File: config.mk
export PLATFORM = sky130hd
export DESIGN_NAME = ws2812_spi_frame_encoder_unit_flat
export DESIGN_NICKNAME = d
export VERILOG_FILES = /design/src/hdl/ws_enc_pkg.sv /design/src/hdl/ws_enc_if.sv /design/src/hdl/ws_enc_lane.sv /design/src/hdl/ws_enc_merge.sv /design/src/hdl/ws2812_spi_frame_encoder_unit.sv /design/src/flat_wrapper.sv
export SDC_FILE = /design/constraint.sdc
export NUM_CORES = 1
export LEC_CHECK = 0
export ABC_AREA = 1
export BUFFER_PORTS_ARGS = -buffer_cell sky130_fd_sc_hd__buf_4
export CORE_ASPECT_RATIO = 1.5
export CORE_UTILIZATION = 52
export DETAILED_ROUTE_END_ITERATION = 7
export HOLD_SLACK_MARGIN = 0.08
export PLACE_DENSITY = 0.88
export RECOVER_POWER = 25
export SYNTH_ARGS = -nofsm -noshare
export SYNTH_HDL_FRONTEND = slang
export SYNTH_SLANG_ARGS = --single-unit
File: constraint.sdc
create_clock -name clk -period 4.3 [get_ports clk]
set_clock_uncertainty 0.05 [all_clocks]
set_input_delay 0.645 -clock clk [delete_from_list [all_inputs] [get_ports clk]]
set_output_delay 0.645 -clock clk [all_outputs]
set_load 0.05 [all_outputs]
File: src/hdl/ws_enc_pkg.sv
// Package for the WS2812 SPI frame encoder.
// Holds code-byte constants, register indexes and the shared types.
// Used by every file under hdl; depends on nothing else.
package ws_enc_pkg;

  // Widths fixed by the field definitions.
  localparam int unsigned COLOR_W    = 8;
  localparam int unsigned WORD_W     = 64;
  localparam int unsigned BCNT_W     = 4;
  localparam int unsigned PCOUNT_W   = 11;
  localparam int unsigned RBYTES_W   = 8;
  localparam int unsigned CFG_IDX_W  = 2;
  localparam int unsigned CFG_DATA_W = 11;
  localparam int unsigned NUM_LANES  = 3;

  // SPI code bytes: one code byte per pixel data bit.
  localparam logic [7:0] CODE_ONE  = 8'h78;
  localparam logic [7:0] CODE_ZERO = 8'h60;

  // A full word carries eight code bytes.
  localparam logic [BCNT_W-1:0]   BYTES_PER_WORD   = 4'd8;
  localparam logic [RBYTES_W-1:0] BYTES_PER_WORD_R = 8'd8;

  // Configuration register indexes.
  localparam logic [CFG_IDX_W-1:0] REG_PIXEL_COUNT = 2'd0;
  localparam logic [CFG_IDX_W-1:0] REG_TAIL_BYTES  = 2'd1;

  // Reset values of the configuration registers.
  localparam logic [PCOUNT_W-1:0] PIXEL_COUNT_RST = 11'd8;
  localparam logic [RBYTES_W-1:0] TAIL_BYTES_RST  = 8'd80;

  // Which word of the current pixel goes out next.
  typedef enum logic [3:0] {
    SEL_GREEN = 4'b0001,
    SEL_RED   = 4'b0010,
    SEL_BLUE  = 4'b0100,
    SEL_ZERO  = 4'b1000
  } sel_t;

  // Frame control captured with each pixel item.
  typedef struct packed {
    logic                last;
    logic [RBYTES_W-1:0] left;
  } job_t;

  typedef logic [NUM_LANES-1:0][WORD_W-1:0] lane_words_t;

endpackage

File: src/hdl/ws_enc_if.sv
// Handshake channels of the WS2812 SPI frame encoder: pixel in, word out, config.
// Depends on ws_enc_pkg for the field widths.
interface ws_enc_pix_if;
  logic                                valid;
  logic                                ready;
  logic [ws_enc_pkg::COLOR_W-1:0]      green;
  logic [ws_enc_pkg::COLOR_W-1:0]      red;
  logic [ws_enc_pkg::COLOR_W-1:0]      blue;

  modport source (output valid, green, red, blue, input ready);
  modport sink   (input valid, green, red, blue, output ready);
endinterface

interface ws_enc_word_if;
  logic                                valid;
  logic                                ready;
  logic [ws_enc_pkg::WORD_W-1:0]       code_word;
  logic [ws_enc_pkg::BCNT_W-1:0]       byte_count;
  logic                                frame_end;

  modport source (output valid, code_word, byte_count, frame_end, input ready);
  modport sink   (input valid, code_word, byte_count, frame_end, output ready);
endinterface

interface ws_enc_cfg_if;
  logic                                valid;
  logic                                ready;
  logic [ws_enc_pkg::CFG_IDX_W-1:0]    index;
  logic [ws_enc_pkg::CFG_DATA_W-1:0]   data;

  modport source (output valid, index, data, input ready);
  modport sink   (input valid, index, data, output ready);
endinterface

File: src/hdl/ws_enc_lane.sv
// One encoder lane: expands a colour byte into eight SPI code bytes.
// Depends on ws_enc_pkg for the code bytes and widths.
module ws_enc_lane (
  input  logic                              clk,
  input  logic                              load,
  input  logic [ws_enc_pkg::COLOR_W-1:0]    color,
  output logic [ws_enc_pkg::WORD_W-1:0]     word
);

  logic [ws_enc_pkg::WORD_W-1:0] word_r;
  logic [ws_enc_pkg::WORD_W-1:0] word_nxt;

  // Each data bit maps to one code byte, MSB first in the top byte.
  always_comb begin
    for (int k = 0; k < 8; k++) begin
      word_nxt[ws_enc_pkg::WORD_W-1-8*k -: 8] =
        color[7-k] ? ws_enc_pkg::CODE_ONE : ws_enc_pkg::CODE_ZERO;
    end
  end

  // The word is held until the merge stage has sent it.
  always_ff @(posedge clk) begin
    if (load) begin
      word_r <= word_nxt;
    end
  end

  assign word = word_r;

endmodule

File: src/hdl/ws_enc_merge.sv
// Merge stage: sends the three lane words of a pixel, then the frame's zero words.
// Depends on ws_enc_pkg for sel_t, job_t and the word constants.
module ws_enc_merge (
  input  logic                              clk,
  input  logic                              rst_n,
  input  logic                              load,
  input  ws_enc_pkg::job_t                  job_in,
  input  ws_enc_pkg::lane_words_t           lane_words,
  output logic                              job_free,
  output logic                              out_valid,
  input  logic                              out_ready,
  output logic [ws_enc_pkg::WORD_W-1:0]     out_code_word,
  output logic [ws_enc_pkg::BCNT_W-1:0]     out_byte_count,
  output logic                              out_frame_end
);

  logic                              job_vld_r;
  ws_enc_pkg::sel_t                  sel_r;
  ws_enc_pkg::sel_t                  sel_nxt;
  logic                              last_r;
  logic [ws_enc_pkg::RBYTES_W-1:0]   left_r;
  logic [ws_enc_pkg::RBYTES_W-1:0]   left_nxt;
  logic                              out_vld_r;
  logic [ws_enc_pkg::WORD_W-1:0]     out_word_r;
  logic [ws_enc_pkg::WORD_W-1:0]     word_nxt;
  logic [ws_enc_pkg::BCNT_W-1:0]     out_cnt_r;
  logic [ws_enc_pkg::BCNT_W-1:0]     cnt_nxt;
  logic                              out_end_r;
  logic                              end_nxt;
  logic                              final_word;
  logic                              adv;
  logic [ws_enc_pkg::RBYTES_W-1:0]   take;

  // A word moves to the output register when that register is free or drains.
  assign adv      = job_vld_r && (!out_vld_r || out_ready);
  assign job_free = !job_vld_r || (adv && final_word);

  // Zero words carry up to eight bytes.
  assign take = (left_r > ws_enc_pkg::BYTES_PER_WORD_R) ?
                ws_enc_pkg::BYTES_PER_WORD_R : left_r;

  // Pick the next word and decide whether it ends this pixel's work.
  always_comb begin
    sel_nxt    = sel_r;
    left_nxt   = left_r;
    word_nxt   = '0;
    cnt_nxt    = ws_enc_pkg::BYTES_PER_WORD;
    end_nxt    = 1'b0;
    final_word = 1'b0;
    case (sel_r)
      ws_enc_pkg::SEL_GREEN: begin
        word_nxt = lane_words[0];
        sel_nxt  = ws_enc_pkg::SEL_RED;
      end
      ws_enc_pkg::SEL_RED: begin
        word_nxt = lane_words[1];
        sel_nxt  = ws_enc_pkg::SEL_BLUE;
      end
      ws_enc_pkg::SEL_BLUE: begin
        word_nxt   = lane_words[2];
        end_nxt    = last_r && (left_r == '0);
        final_word = !last_r || (left_r == '0);
        sel_nxt    = ws_enc_pkg::SEL_ZERO;
      end
      ws_enc_pkg::SEL_ZERO: begin
        left_nxt   = left_r - take;
        cnt_nxt    = take[ws_enc_pkg::BCNT_W-1:0];
        end_nxt    = (left_nxt == '0);
        final_word = end_nxt;
      end
      default: begin
        sel_nxt = ws_enc_pkg::SEL_GREEN;
      end
    endcase
  end

  // Pixel job register.
  always_ff @(posedge clk) begin
    if (!rst_n) begin
      job_vld_r <= 1'b0;
      sel_r     <= ws_enc_pkg::SEL_GREEN;
      last_r    <= 1'b0;
      left_r    <= '0;
    end else if (load) begin
      job_vld_r <= 1'b1;
      sel_r     <= ws_enc_pkg::SEL_GREEN;
      last_r    <= job_in.last;
      left_r    <= job_in.left;
    end else if (adv) begin
      if (final_word) begin
        job_vld_r <= 1'b0;
      end
      sel_r  <= sel_nxt;
      left_r <= left_nxt;
    end
  end

  // Output register, loaded whenever the sequencer advances.
  always_ff @(posedge clk) begin
    if (!rst_n) begin
      out_vld_r <= 1'b0;
    end else if (adv) begin
      out_vld_r <= 1'b1;
    end else if (out_ready) begin
      out_vld_r <= 1'b0;
    end
  end

  always_ff @(posedge clk) begin
    if (adv) begin
      out_word_r <= word_nxt;
      out_cnt_r  <= cnt_nxt;
      out_end_r  <= end_nxt;
    end
  end

  assign out_valid      = out_vld_r;
  assign out_code_word  = out_word_r;
  assign out_byte_count = out_cnt_r;
  assign out_frame_end  = out_end_r;

  // Zero words only exist for the last pixel of a frame.
  a_zero_only_last: assert property (@(posedge clk) disable iff (!rst_n)
    (job_vld_r && sel_r == ws_enc_pkg::SEL_ZERO) |-> (last_r && left_r != '0))
    else $error("zero phase entered without pending reset bytes");

  // A short word is always an all-zero frame end word.
  a_short_is_end: assert property (@(posedge clk) disable iff (!rst_n)
    (out_vld_r && out_cnt_r != ws_enc_pkg::BYTES_PER_WORD) |->
      (out_end_r && out_word_r == '0))
    else $error("short word that is not a final zero word");

  // Byte count stays within one to eight.
  a_count_range: assert property (@(posedge clk) disable iff (!rst_n)
    out_vld_r |-> (out_cnt_r != '0 && out_cnt_r <= ws_enc_pkg::BYTES_PER_WORD))
    else $error("byte count out of range");

  // A new pixel is only taken once the previous one has been fully issued.
  a_no_overwrite: assert property (@(posedge clk) disable iff (!rst_n)
    (load && job_vld_r) |-> (adv && final_word))
    else $error("pixel job overwritten before its last word");

endmodule

File: src/hdl/ws2812_spi_frame_encoder_unit.sv
// WS2812 SPI frame encoder, top level: config registers, pixel position, lanes.
// Depends on ws_enc_pkg, ws_enc_if, ws_enc_lane and ws_enc_merge.
//
// Each accepted pixel (green, red, blue) produces three 64-bit words, one per
// colour, each holding eight SPI code bytes (0x78 for a one bit, 0x60 for a
// zero bit, MSB first, first-sent byte in bits 63:56). After the last pixel of
// a frame, the configured number of trailing zero bytes follow in words of up
// to eight bytes and the final word carries frame_end; with no trailing bytes
// the blue word carries it.
// The output port moves one word per cycle while the receiver is ready. The next
// pixel is taken in the cycle the current one issues its final word, so pixels
// stream back to back. A pixel count of zero acts as one and a count above
// MAX_PIXELS acts as MAX_PIXELS. Config writes are always taken and must only
// be made while no pixel is in flight.
module ws2812_spi_frame_encoder_unit #(
  parameter int unsigned MAX_PIXELS = 1024
) (
  input  logic          clk,
  input  logic          rst_n,
  ws_enc_pix_if.sink    in_pix,
  ws_enc_word_if.source out_word,
  ws_enc_cfg_if.sink    cfg_wr
);

  localparam int unsigned POS_W = (MAX_PIXELS > 1) ? $clog2(MAX_PIXELS) : 1;
  localparam int unsigned LIM_W = $clog2(MAX_PIXELS + 1);
  localparam int unsigned CMP_W =
    ((LIM_W > ws_enc_pkg::PCOUNT_W) ? LIM_W : ws_enc_pkg::PCOUNT_W) + 1;
  localparam logic [CMP_W-1:0] MAX_CMP = CMP_W'(MAX_PIXELS);

  logic [ws_enc_pkg::PCOUNT_W-1:0] pixel_count_r;
  logic [ws_enc_pkg::RBYTES_W-1:0] tail_bytes_r;
  logic [POS_W-1:0]                pos_r;
  logic [POS_W-1:0]                pos_nxt;
  logic [CMP_W-1:0]                pc_ext;
  logic [CMP_W-1:0]                limit;
  logic [CMP_W-1:0]                pos_inc;
  logic                            last_pixel;
  logic                            job_free;
  logic                            load;
  ws_enc_pkg::job_t                job_in;
  ws_enc_pkg::lane_words_t         lane_words;
  logic [ws_enc_pkg::COLOR_W-1:0]  colors [ws_enc_pkg::NUM_LANES];

  // Configuration registers; writes to unknown indexes are dropped.
  assign cfg_wr.ready = 1'b1;

  always_ff @(posedge clk) begin
    if (!rst_n) begin
      pixel_count_r <= ws_enc_pkg::PIXEL_COUNT_RST;
      tail_bytes_r  <= ws_enc_pkg::TAIL_BYTES_RST;
    end else if (cfg_wr.valid) begin
      case (cfg_wr.index)
        ws_enc_pkg::REG_PIXEL_COUNT: pixel_count_r <= cfg_wr.data;
        ws_enc_pkg::REG_TAIL_BYTES:
          tail_bytes_r <= cfg_wr.data[ws_enc_pkg::RBYTES_W-1:0];
        default: ;
      endcase
    end
  end

  // Effective frame length and last-pixel test.
  assign pc_ext     = CMP_W'(pixel_count_r);
  assign limit      = (pc_ext == '0) ? CMP_W'(1) :
                      ((pc_ext > MAX_CMP) ? MAX_CMP : pc_ext);
  assign pos_inc    = CMP_W'(pos_r) + CMP_W'(1);
  assign last_pixel = (pos_inc >= limit);
  assign pos_nxt    = last_pixel ? '0 : pos_inc[POS_W-1:0];

  // Input handshake.
  assign in_pix.ready = job_free;
  assign load         = in_pix.valid && job_free;

  always_ff @(posedge clk) begin
    if (!rst_n) begin
      pos_r <= '0;
    end else if (load) begin
      pos_r <= pos_nxt;
    end
  end

  assign job_in.last = last_pixel;
  assign job_in.left = last_pixel ? tail_bytes_r : '0;

  // One encoder lane per colour, in send order.
  assign colors[0] = in_pix.green;
  assign colors[1] = in_pix.red;
  assign colors[2] = in_pix.blue;

  for (genvar g = 0; g < ws_enc_pkg::NUM_LANES; g++) begin : g_lane
    ws_enc_lane u_lane (
      .clk   (clk),
      .load  (load),
      .color (colors[g]),
      .word  (lane_words[g])
    );
  end

  // Merge stage sequences lane words and trailing zero words.
  ws_enc_merge u_merge (
    .clk            (clk),
    .rst_n          (rst_n),
    .load           (load),
    .job_in         (job_in),
    .lane_words     (lane_words),
    .job_free       (job_free),
    .out_valid      (out_word.valid),
    .out_ready      (out_word.ready),
    .out_code_word  (out_word.code_word),
    .out_byte_count (out_word.byte_count),
    .out_frame_end  (out_word.frame_end)
  );

endmodule

File: src/flat_wrapper.sv
// flat-port wrapper written by rule: the top's interface ports become plain ports
module ws2812_spi_frame_encoder_unit_flat 
#(
  parameter int unsigned MAX_PIXELS = 1024
)
  (clk, rst_n, in_pix_valid, in_pix_green, in_pix_red, in_pix_blue, in_pix_ready, out_word_valid, out_word_code_word, out_word_byte_count, out_word_frame_end, out_word_ready, cfg_wr_valid, cfg_wr_index, cfg_wr_data, cfg_wr_ready);
  ws_enc_pix_if in_pix_i ();
  ws_enc_word_if out_word_i ();
  ws_enc_cfg_if cfg_wr_i ();
  input  logic clk;
  input  logic rst_n;
  input wire logic [$bits(in_pix_i.valid)-1:0] in_pix_valid;
  input wire logic [$bits(in_pix_i.green)-1:0] in_pix_green;
  input wire logic [$bits(in_pix_i.red)-1:0] in_pix_red;
  input wire logic [$bits(in_pix_i.blue)-1:0] in_pix_blue;
  output wire logic [$bits(in_pix_i.ready)-1:0] in_pix_ready;
  output wire logic [$bits(out_word_i.valid)-1:0] out_word_valid;
  output wire logic [$bits(out_word_i.code_word)-1:0] out_word_code_word;
  output wire logic [$bits(out_word_i.byte_count)-1:0] out_word_byte_count;
  output wire logic [$bits(out_word_i.frame_end)-1:0] out_word_frame_end;
  input wire logic [$bits(out_word_i.ready)-1:0] out_word_ready;
  input wire logic [$bits(cfg_wr_i.valid)-1:0] cfg_wr_valid;
  input wire logic [$bits(cfg_wr_i.index)-1:0] cfg_wr_index;
  input wire logic [$bits(cfg_wr_i.data)-1:0] cfg_wr_data;
  output wire logic [$bits(cfg_wr_i.ready)-1:0] cfg_wr_ready;
  assign in_pix_i.valid = in_pix_valid;
  assign in_pix_i.green = in_pix_green;
  assign in_pix_i.red = in_pix_red;
  assign in_pix_i.blue = in_pix_blue;
  assign in_pix_ready = in_pix_i.ready;
  assign out_word_valid = out_word_i.valid;
  assign out_word_code_word = out_word_i.code_word;
  assign out_word_byte_count = out_word_i.byte_count;
  assign out_word_frame_end = out_word_i.frame_end;
  assign out_word_i.ready = out_word_ready;
  assign cfg_wr_i.valid = cfg_wr_valid;
  assign cfg_wr_i.index = cfg_wr_index;
  assign cfg_wr_i.data = cfg_wr_data;
  assign cfg_wr_ready = cfg_wr_i.ready;
  ws2812_spi_frame_encoder_unit #(.MAX_PIXELS(MAX_PIXELS)) u_core (.clk(clk), .rst_n(rst_n), .in_pix(in_pix_i), .out_word(out_word_i), .cfg_wr(cfg_wr_i));
endmodule
After elaboration in Yosys (flattened, before gate mapping)
Cells that the tools add are included.
{ "word_totals": {"input_bits": 42, "output_inout_bits": 72, "elab_cells": 91, "ff_bits": 305} }
{ "classes": {"n_bitwise": 2, "n_eq_ne": 5, "order_cmp": 3, "muxes": 41, "reduce_logical": 24, "n_addsub": 2} }
{ "ops": {"columns": ["op", "count"], "rows": [
  ["$pmux W64 S3", 1],
  ["$mux W5", 24],
  ["$mux W8", 5],
  ["$logic_not A8 Y1", 2],
  ["$pmux W4 S4", 1],
  ["$ge A12 B12 Y1", 1],
  ["$logic_not A12 Y1", 1],
  ["$mux W12", 1],
  ["$add A10 B1 Y11 const B", 1],
  ["$gt A11 B11 Y1 const B", 1],
  ["$mux W11", 1],
  ["$mux W10", 1],
  ["$reduce_and A2 Y1", 5],
  ["$gt A8 B4 Y1 const B", 1],
  ["$reduce_bool A2 Y1", 4],
  ["$sub A8 B8 Y8", 1],
  ["$mux W1", 5],
  ["$eq A4 B1 Y1 const B", 1],
  ["$eq A4 B2 Y1 const B", 1],
  ["$eq A4 B3 Y1 const B", 1],
  ["$eq A4 B4 Y1 const B", 1],
  ["$logic_and A1 B1 Y1", 4],
  ["$pmux W1 S2", 2],
  ["$logic_not A1 Y1", 3],
  ["5 further kinds", 8]
]} }

Logic depth before layout (Yosys ltp)
Gate-level depths: netlist (run 1).
{ "logic_depth": {"ltp_word": 10, "depth_mapped": 20, "depth_no_buf": 19} }

By module
A second synthesis (run 1) with hierarchy kept.
{ "hier_totals": {"cells_unflattened": 945, "hier_area_um2": 7860.0} }
{ "by_module_without_submodules": {"columns": ["module", "instances", "area_each_um2", "cells_per_inst", "seq_area_each_um2"], "rows": [
  ["ws_enc_merge", 1, 4174.0, 498, 2372.3],
  ["ws_enc_lane", 3, 668.1, 66, 240.2],
  ["ws2812_spi_frame_encoder_unit", 1, 1681.6, 249, 580.6]
]} }

Worst setup path after synthesis (run 1)
No wires, ideal clock.
{ "synth_timing": {"kind": "register to register", "start": "register u_core.pos_r[0]", "end": "register u_core.pos_r[3]", "stages_incl_launch_ff": 16, "setup_slack_ns": 1.572, "arrival_ns": 2.609, "path_buffers": 0, "required_time_ns": 4.181, "setup_time_ns": 0.069, "cell_sequence": "dfxtp_1 nand3_1 nor2_1 nand2_1 nor3_1 xor2_1 inv_1 ha_1 nand2_1 nor2_1 a211o_1 nand2_1 nand4_1 nor2_1 nand3_1 o21ai_1"} }
{ "synth_via": {"elab_chain_len": 3} }
{ "synth_lines": {"columns": ["item", "line_no", "source"], "rows": [
  ["start: declaration", "ws2812_spi_frame_encoder_unit.sv:33", "logic [POS_W-1:0] pos_r;"],
  ["start signal: assignment", "ws2812_spi_frame_encoder_unit.sv:78", "pos_r <= pos_nxt;"],
  ["$add A10 B1 Y11 (*)", "ws2812_spi_frame_encoder_unit.sv:66", "assign pos_inc = CMP_W'(pos_r) + CMP_W'(1);"],
  ["$ge A12 B12 Y1", "ws2812_spi_frame_encoder_unit.sv:67", "assign last_pixel = (pos_inc >= limit);"],
  ["$mux W10 (*)", "ws2812_spi_frame_encoder_unit.sv:68", "assign pos_nxt = last_pixel ? '0 : pos_inc[POS_W-1:0];"]
]} }
Every way passes the cells marked *; elsewhere a longest branch is shown, timed or not.
A chain may end at the register's enable or synchronous reset.

Worst setup path in the final report (run 1)
{ "layout_timing": {"start": "register u_core.u_merge.left_r[4] in the netlist's numbering", "end": "output port in_pix_ready"} }
{ "layout_via": {"elab_chain_len": 7} }
{ "layout_lines": {"columns": ["item", "line_no", "source"], "rows": [
  ["start: declaration", "ws_enc_merge.sv:21", "logic [ws_enc_pkg::RBYTES_W-1:0] left_r;"],
  ["start signal: assignment", "ws_enc_merge.sv:88", "left_r <= job_in.left;"],
  ["start signal: assignment", "ws_enc_merge.sv:94", "left_r <= left_nxt;"],
  ["$gt A8 B4 Y1", "ws_enc_merge.sv:39", "assign take = (left_r > ws_enc_pkg::BYTES_PER_WORD_R) ?"],
  ["$mux W8", "ws_enc_merge.sv:39", null],
  ["$sub A8 B8 Y8", "ws_enc_merge.sv:66", "left_nxt = left_r - take;"],
  ["$logic_not A8 Y1", "ws_enc_merge.sv:68", "end_nxt = (left_nxt == '0);"],
  ["$pmux W1 S2 (*)", "ws_enc_merge.sv:50", "case (sel_r)"],
  ["$logic_and A1 B1 Y1 (*)", "ws_enc_merge.sv:36", "assign job_free = !job_vld_r || (adv && final_word);"],
  ["$logic_or A1 B1 Y1 (*)", "ws_enc_merge.sv:36", null],
  ["end: declaration", "flat_wrapper.sv:16", "output wire logic [$bits(in_pix_i.ready)-1:0] in_pix_ready;"]
]} }
Marks and branches as above.

==> results of run 1 <==
-- kinds of logic after synthesis --
family	Yosys count	share of synthesized area
simple gates	238	0.242
buf+inv	121	0.161
flops	82	0.473
compound gates	53	0.0650
fa+ha+maj	13	0.0381
xor+xnor	8	0.0164
other cells	2	0.00176
mux	1	0.00234
-- cell usage in the layout (no fill, tap or decap), types with 2 or more instances in the layout --
master / instances
clkbuf_1: 2
inv_1: 51
nand4_1: 12
inv_2: 2
nor4_1: 3
nand2_1: 100
o21ai_1: 13
ha_1: 13
xor2_1: 8
buf_4: 56
nor3_1: 5
conb_1: 34
clkbuf_16: 9
a21oi_1: 12
edfxtp_1: 38
o31ai_1: 2
inv_8: 2
nand3_1: 44
dfxtp_1: 44
nand2_2: 3
clkinv_4: 2
nor2_1: 67
clkbuf_4: 23
o21ai_0: 23
-- stage by stage --
stage	hold WS (ps)	instance area (sq um)	cells	worst slack, ps
2_1_floorplan	379	4390	550	1570
3_3_place_gp	408	4640	669	1160
3_5_place_dp	414	4640	669	930
4_1_cts	416	4930	685	873
5_1_grt	436	4920	685	547
6_report	431	4920	685	796
-- power breakdown --
part / switching [uW] / internal (uW) / leakage [uW]
registers: 27.2 / 865 / 0.000718
clock network: 324 / 401 / 0.000140
logic: 280 / 100 / 0.00142
total: 631 / 1370 / 0.00227
-- per-layer routing --
| metal | vias up | track usage | share of wire | routed length [um] |
|---|---|---|---|---|
| met1 | 1567 | 0.219 | 0.37 | 3270 |
| met4 | 0 | 0.132 | 0.033 | 289 |
| met5 | - | 0 | 0 | 0 |
| met3 | 21 | 0.0452 | 0.054 | 473 |
| li1 | 1725 | - | - | - |
| met2 | 146 | 0.417 | 0.54 | 4750 |
-- worst max-delay path, delay by kind of cell, from the launching register on --
kind | cells | cell delay [ps]
buffers and inverters | 1 | 240
flip-flops | 1 | 350
AND/OR/NAND/NOR | 11 | 1470
adder cells (fa/ha/maj) | 1 | 240
AO/OA/AOI/OAI | 1 | 160
-- area by class of cell --
cell class,count,area [sq um],share of cell area
Clock inverter,7,61.3,0.0125
Sequential cell,82,2020,0.411
Clock buffer,9,225,0.0458
Tap cell,105,131,0.0267
Inverter,54,203,0.0412
Timing Repair Buffer,81,601,0.122
Multi-Input combinational cell,347,1670,0.340
-- state kept, by name, indices dropped and copies added (netlist names) --
signal and count:
u_core.u_merge.sel_r 4, u_core.u_merge.out_code_word 9, u_core.u_merge.out_frame_end 1, u_core.u_merge.left_r 8
u_core.u_merge.out_valid 1, u_core.pos_r 10, u_core.pixel_count_r 11, u_core.g_lane.u_lane.word 24
u_core.u_merge.last_r 1, u_core.u_merge.out_byte_count 4, u_core.tail_bytes_r 8, u_core.u_merge.job_vld_r 1
-- cells in the mapped netlist --
cell type,instances
inv_1,50
buf_1,1
inv_2,3
o21ai_0,23
a211o_1,1
nand3_2,1
nand2_1,100
nor3_1,5
o211ai_1,1
ha_1,13
dfxtp_1,44
nor4_1,3
nand2_2,3
and2_1,1
nor2_4,1
xor2_1,8
o31ai_1,2
buf_2,1
clkinv_1,1
clkbuf_1,5
nor2_1,66
o21ai_1,13
nand3_1,44
mux2i_1,1
edfxtp_1,38
nor4_2,1
a31oi_1,1
conb_1,2
nand4_1,12
buf_4,58
a21oi_1,12
nand2_4,1
buf_6,2
-- final timing paths --
kind	start	to	slack, ps
hold reg to reg	u_core.tail_bytes_r[6]	u_core.tail_bytes_r[6]	430
hold / removal	u_core.tail_bytes_r[6]	u_core.tail_bytes_r[6]	430
setup / recovery	u_core.u_merge.left_r[4]	in_pix_ready	800
setup reg to reg	u_core.pos_r[0]	u_core.pos_r[3]	890
==> impl_results.md, run 1 <==
* Crit-path cells: nor2_1 > nand3_2 > nand2_2 > ha_1 > nor2_1 > nand3_1 > a21oi_1 > nand4_1 > nor2_1 > nand2_1 > nand2_1 > nand2_1 > nand2_2 > buf_4
* Crit path capture type: primary output
* Pwr dens at 407 nW/um^2
* Gates resized, CTS repair at 0
* Core Footprint at 8010 sq um
* Crit Path Class: flip-flop to primary output
* GP Congestion at 0.839
* Worst r2r path cells at 15
* Yosys top cell area share at 0.267
* Fraction of layout instances using a drive strength above 1 at 0.178
* IO Count at 114
* Reg clk slew, reported paths at 60 ps
* RSZ-0062 raised after global routing: no
* Synth warn at 0
* Avg WL per Cell at 12.8 um
* Max-Slew Margin vs Limit at 0.134
* Antenna cells at 0
* Final Hold Fails at 0
* DRT antenna net count at 0
* Post-DP HPWL at 6660 um
* Detailed Route Iter0 Violations at 140
* Die height at 113 um
* Post-synth top area cell: edfxtp_1
* Total power at 2000 uW
* CP required at 3610 ps
* CP max-delay cell: dfxtp_1
* Dominant cells by area after synthesis: edfxtp_1 27%, dfxtp_1 21%, buf_4 10%
* # DRC at 0
* Filler Cell Count at 667
* CP peak stage delay at 350 ps
* Synth Register Bits at 82
* CTS tree: yes
* Minimum clock period at 3500 ps
* Num CTS Buffers at 9
* Htree depth at 3
* CTS root buf: clkbuf_16
* Worst Path Arrival at 2810 ps
* Clock Latency Late Sink at 340 ps
* Final setup viols at 0
* Layout area overhead at 15.1%
* Max-Cap Viols at 0
* Die Area at 8590 sq um
* Synth cell types at 33
* Initial antenna violation count at 0
* Worst setup SP type: flip-flop
* Clock sink count at 82
* Least-Margin Pin Slew at 1300 ps
* Fin crit share at 0.815
* Mapped cell area at 4270 sq um
* Vias per cell at 5.05
* Synth Area per Inst at 8.24 sq um
* Setup TNS at 0 ps
* Max Clk Rate at 285 MHz
* Total wire length at 8780 um
* Pins Over Slew Limit at 0
* Vias in the first global route at 3316
* GRT Util Overall at 0.220
* Number of setup buffers added after CTS at 0
* Critical Path Fanout Max at 11
* Layout Nets at 630
* Util after Layout at 0.614
* Row cnt at 40
* Sequential cell area fraction in the yosys report at 0.473
* Initial Util at 0.533
* HP Class: flip-flop to flip-flop
* Buffers added on ports at 80
* Largest net degree at the start of global routing at 35
* Hold Path Depth at 2
* Hold_buf cts at 0
* First-pass GRT wire length at 14600 um
* Die Width at 76.0 um
* Peak VDD IR at 0.000233 V
* Syn Inst Count at 518
* Status: finished, final reports clean
* Via Count at 3459
* Max clock buf depth at 2
* Leakage power at 0.00227 uW
* GRT overflow at 0
* DRT Pass-1 Iters at 4
(Power assumes the default switching activity.)
==> run 2: changes to the inputs <==
--- a/config.mk
+++ b/config.mk
@@ -5,7 +5,7 @@
 export SDC_FILE = /design/constraint.sdc
 export NUM_CORES = 1
 export LEC_CHECK = 0
-export ABC_AREA = 1
+export ABC_AREA = 0
 export BUFFER_PORTS_ARGS = -buffer_cell sky130_fd_sc_hd__buf_4
 export CORE_ASPECT_RATIO = 1.5
 export CORE_UTILIZATION = 52
==> constraint.sdc (replaced) <==
create_clock -name clk -period 3.4 [get_ports clk]
set_clock_uncertainty 0.05 [all_clocks]
set_input_delay 0.51 -clock clk [delete_from_list [all_inputs] [get_ports clk]]
set_output_delay 0.51 -clock clk [all_outputs]
set_load 0.05 [all_outputs]
==> impl_results.md, run 2 <==
* Clock sink count at 82
* Hold_ws at 316 ps
* Vias in the first global route at 3026
* Clock Latency Late Sink at 340 ps
* Leading cell type in the layout, fill and taps excluded: buf_4
* Pins Over Slew Limit at 0
* Post-synth ARST share at 0
* DRT Pass-1 Iters at 5
* Max clock buf depth at 2
* Total power at 2460 uW
* Peak VDD IR at 0.000329 V
* Crit Path Class: flip-flop to primary output
* Fin crit share at 0.978
* GR Util met3 at 0.0561
* Filler Cell Count at 578
* Worst Path Arrival at 2770 ps
* Buffers added on ports at 80
* Max-Slew Margin vs Limit at 0.305
* Util after Layout at 0.651
* Vias per cell at 5.45
* GRT Util Overall at 0.223
* Clk network pwr share at 0.386
* Setup TNS at 0 ps
* CTS root buf: clkbuf_16
* Largest net degree at the start of global routing at 37
* Synth top cells by count: 57 x buf_4, 44 x dfxtp_1, 38 x edfxtp_1
* Switch share at 0.282
* HP Class: primary input to flip-flop
* DRT antenna net count at 0
* Status: finished, final reports clean
* Post-synth top area cell: edfxtp_1
* Detailed Route Iter0 Violations at 264
* Initial antenna violation count at 0
* Layout Nets at 519
* Reg clk slew, reported paths at 60 ps
* EDFF count, synth at 38
* Num CTS Buffers at 9
* Yosys top cell area share at 0.273
* Die height at 112 um
* CP peak stage delay at 540 ps
* CP max-delay cell: or4_4
* Final setup viols at 0
* Sequential cell area fraction in the yosys report at 0.485
* IO Count at 114
* Grt met2 use at 0.389
* Mapped cell area at 4170 sq um
* Max-Cap Viols at 0
* Most frequent cell after synthesis: buf_4
* GRT overflow at 0
* Die Width at 75.1 um
* CP Buf/Inv Count at 1
* Gr busiest metal: met2
* # DRC at 0
* Combinational power share at 0.165
* Worst setup SP type: flip-flop
* Pint at 1770 uW
* Critical Path Fanout Max at 6
* Avg WL per Cell at 15.0 um
* Htree depth at 3
* Crit-path cells: or4_4 > or2_4 > nand2_4 > ha_4 > or4_4 > nor4_4 > or2_4 > buf_8
* Via Count at 3113
* Layout area overhead at 20.3%
* Core Footprint at 7710 sq um
* Total wire length at 8550 um
* CP required at 2840 ps
* Least-Margin Pin Slew at 1040 ps
* GRT met1 Usage at 0.238
* Synth Area per Inst at 10.5 sq um
* Final Hold Fails at 0
* Row cnt at 39
* Fraction of layout instances using a drive strength above 1 at 0.262
* Max Clk Rate at 301 MHz
* Hold_buf cts at 0
* CTS tree: yes
* Syn Inst Count at 397
* Crit path capture type: primary output
* Commonest cells after routing, fill and taps aside: 60 x buf_4, 42 x dfxtp_1, 38 x edfxtp_1
* Die Area at 8390 sq um
* First-pass GRT wire length at 13900 um
* Synth warn at 0
* Initial Util at 0.541
* Pwr dens at 491 nW/um^2
* Switch Pwr at 695 uW
* Ys flop type: dfxtp_1
* Synth cell types at 53
* Flop pwr share at 0.448
* GP Congestion at 0.907
* Synth Register Bits at 82
* Dominant cells by area after synthesis: edfxtp_1 27%, dfxtp_1 21%, buf_4 10%
* Post-DP HPWL at 6160 um
* Antenna cells at 0
* Crit-path leading delay family: simple AND/OR/NAND/NOR gates
* Largest register FFs at 24
* Minimum clock period at 3330 ps
* Leakage power at 0.00217 uW
run 2: cell types whose count changed in the layout (fill, tap and decap cells not counted), sizes merged, moves of 12 or more:
cell | previous run | this run
nor2 | 67 | 21
inv | 56 | 18
mux2i | 1 | 23
nor2b | 0 | 19
nand3 | 45 | 12
o21ai | 36 | 7
nand4 | 12 | 0
nand2 | 104 | 29
run 2: worst paths after layout:
path                                           end  slack [ps]                     start  depth (start not counted)
setup / recovery                      in_pix_ready          70  u_core.u_merge.left_r[3]                          8
hold / removal    u_core.g_lane[2].u_lane.word[59]         320            in_pix_blue[7]                          1
hold reg to reg           u_core.u_merge.left_r[1]         410    u_core.tail_bytes_r[1]                          1
setup reg to reg          u_core.u_merge.left_r[2]         210  u_core.u_merge.left_r[3]                         11
run 2: timing repair:
item / in CTS / in global routing
resized for setup: 8 / 10
setup buffers: 1 / 1
pin swaps: 3 / 0
endpoints found under the setup margin: 10 / 19
run 2: cell families after synthesis:
group / Yosys count / synth area share
compound gates: 61 / 0.112
xor+xnor: 8 / 0.0168
fa+ha+maj: 13 / 0.0390
buf+inv: 86 / 0.130
flops: 82 / 0.485
mux: 23 / 0.0552
other cells: 2 / 0.00180
simple gates: 122 / 0.160
run 2: area by class of cell:
cell class / instances / area [sq um] / share of cell area
inverter: 17 / 63.8 / 0.0127
tap: 102 / 128 / 0.0254
clock inverter: 6 / 65.1 / 0.0130
multi-input combinational: 261 / 1820 / 0.362
sequential: 82 / 2030 / 0.404
timing repair buffer: 93 / 692 / 0.138
clock buffer: 10 / 229 / 0.0456
run 2: routing by layer:
layer,share of wire,routed length (um)
met5,0,0
met3,0.057,486
met2,0.55,4690
met1,0.36,3060
met4,0.037,318
run 2: power groups by stage:
stage / combinational [uW] / clock (uW) / sequential (uW)
after floorplan: 304 / 0 / 1160
after global placement: 394 / 0 / 1120
after detailed placement: 401 / 0 / 1130
after CTS: 407 / 968 / 1110
after global routing: 436 / 1010 / 1110
final: 408 / 952 / 1110
run 2: per-stage QoR:
stage                     setup slack [ps]  area (sq um)  std cells
after floorplan                       52.9          4290        429
after global placement                93.6          4660        553
after detailed placement              9.96          4660        553
after CTS                             4.92          4980        570
after global routing                 -2.80          5020        571
final                                 73.4          5020        571
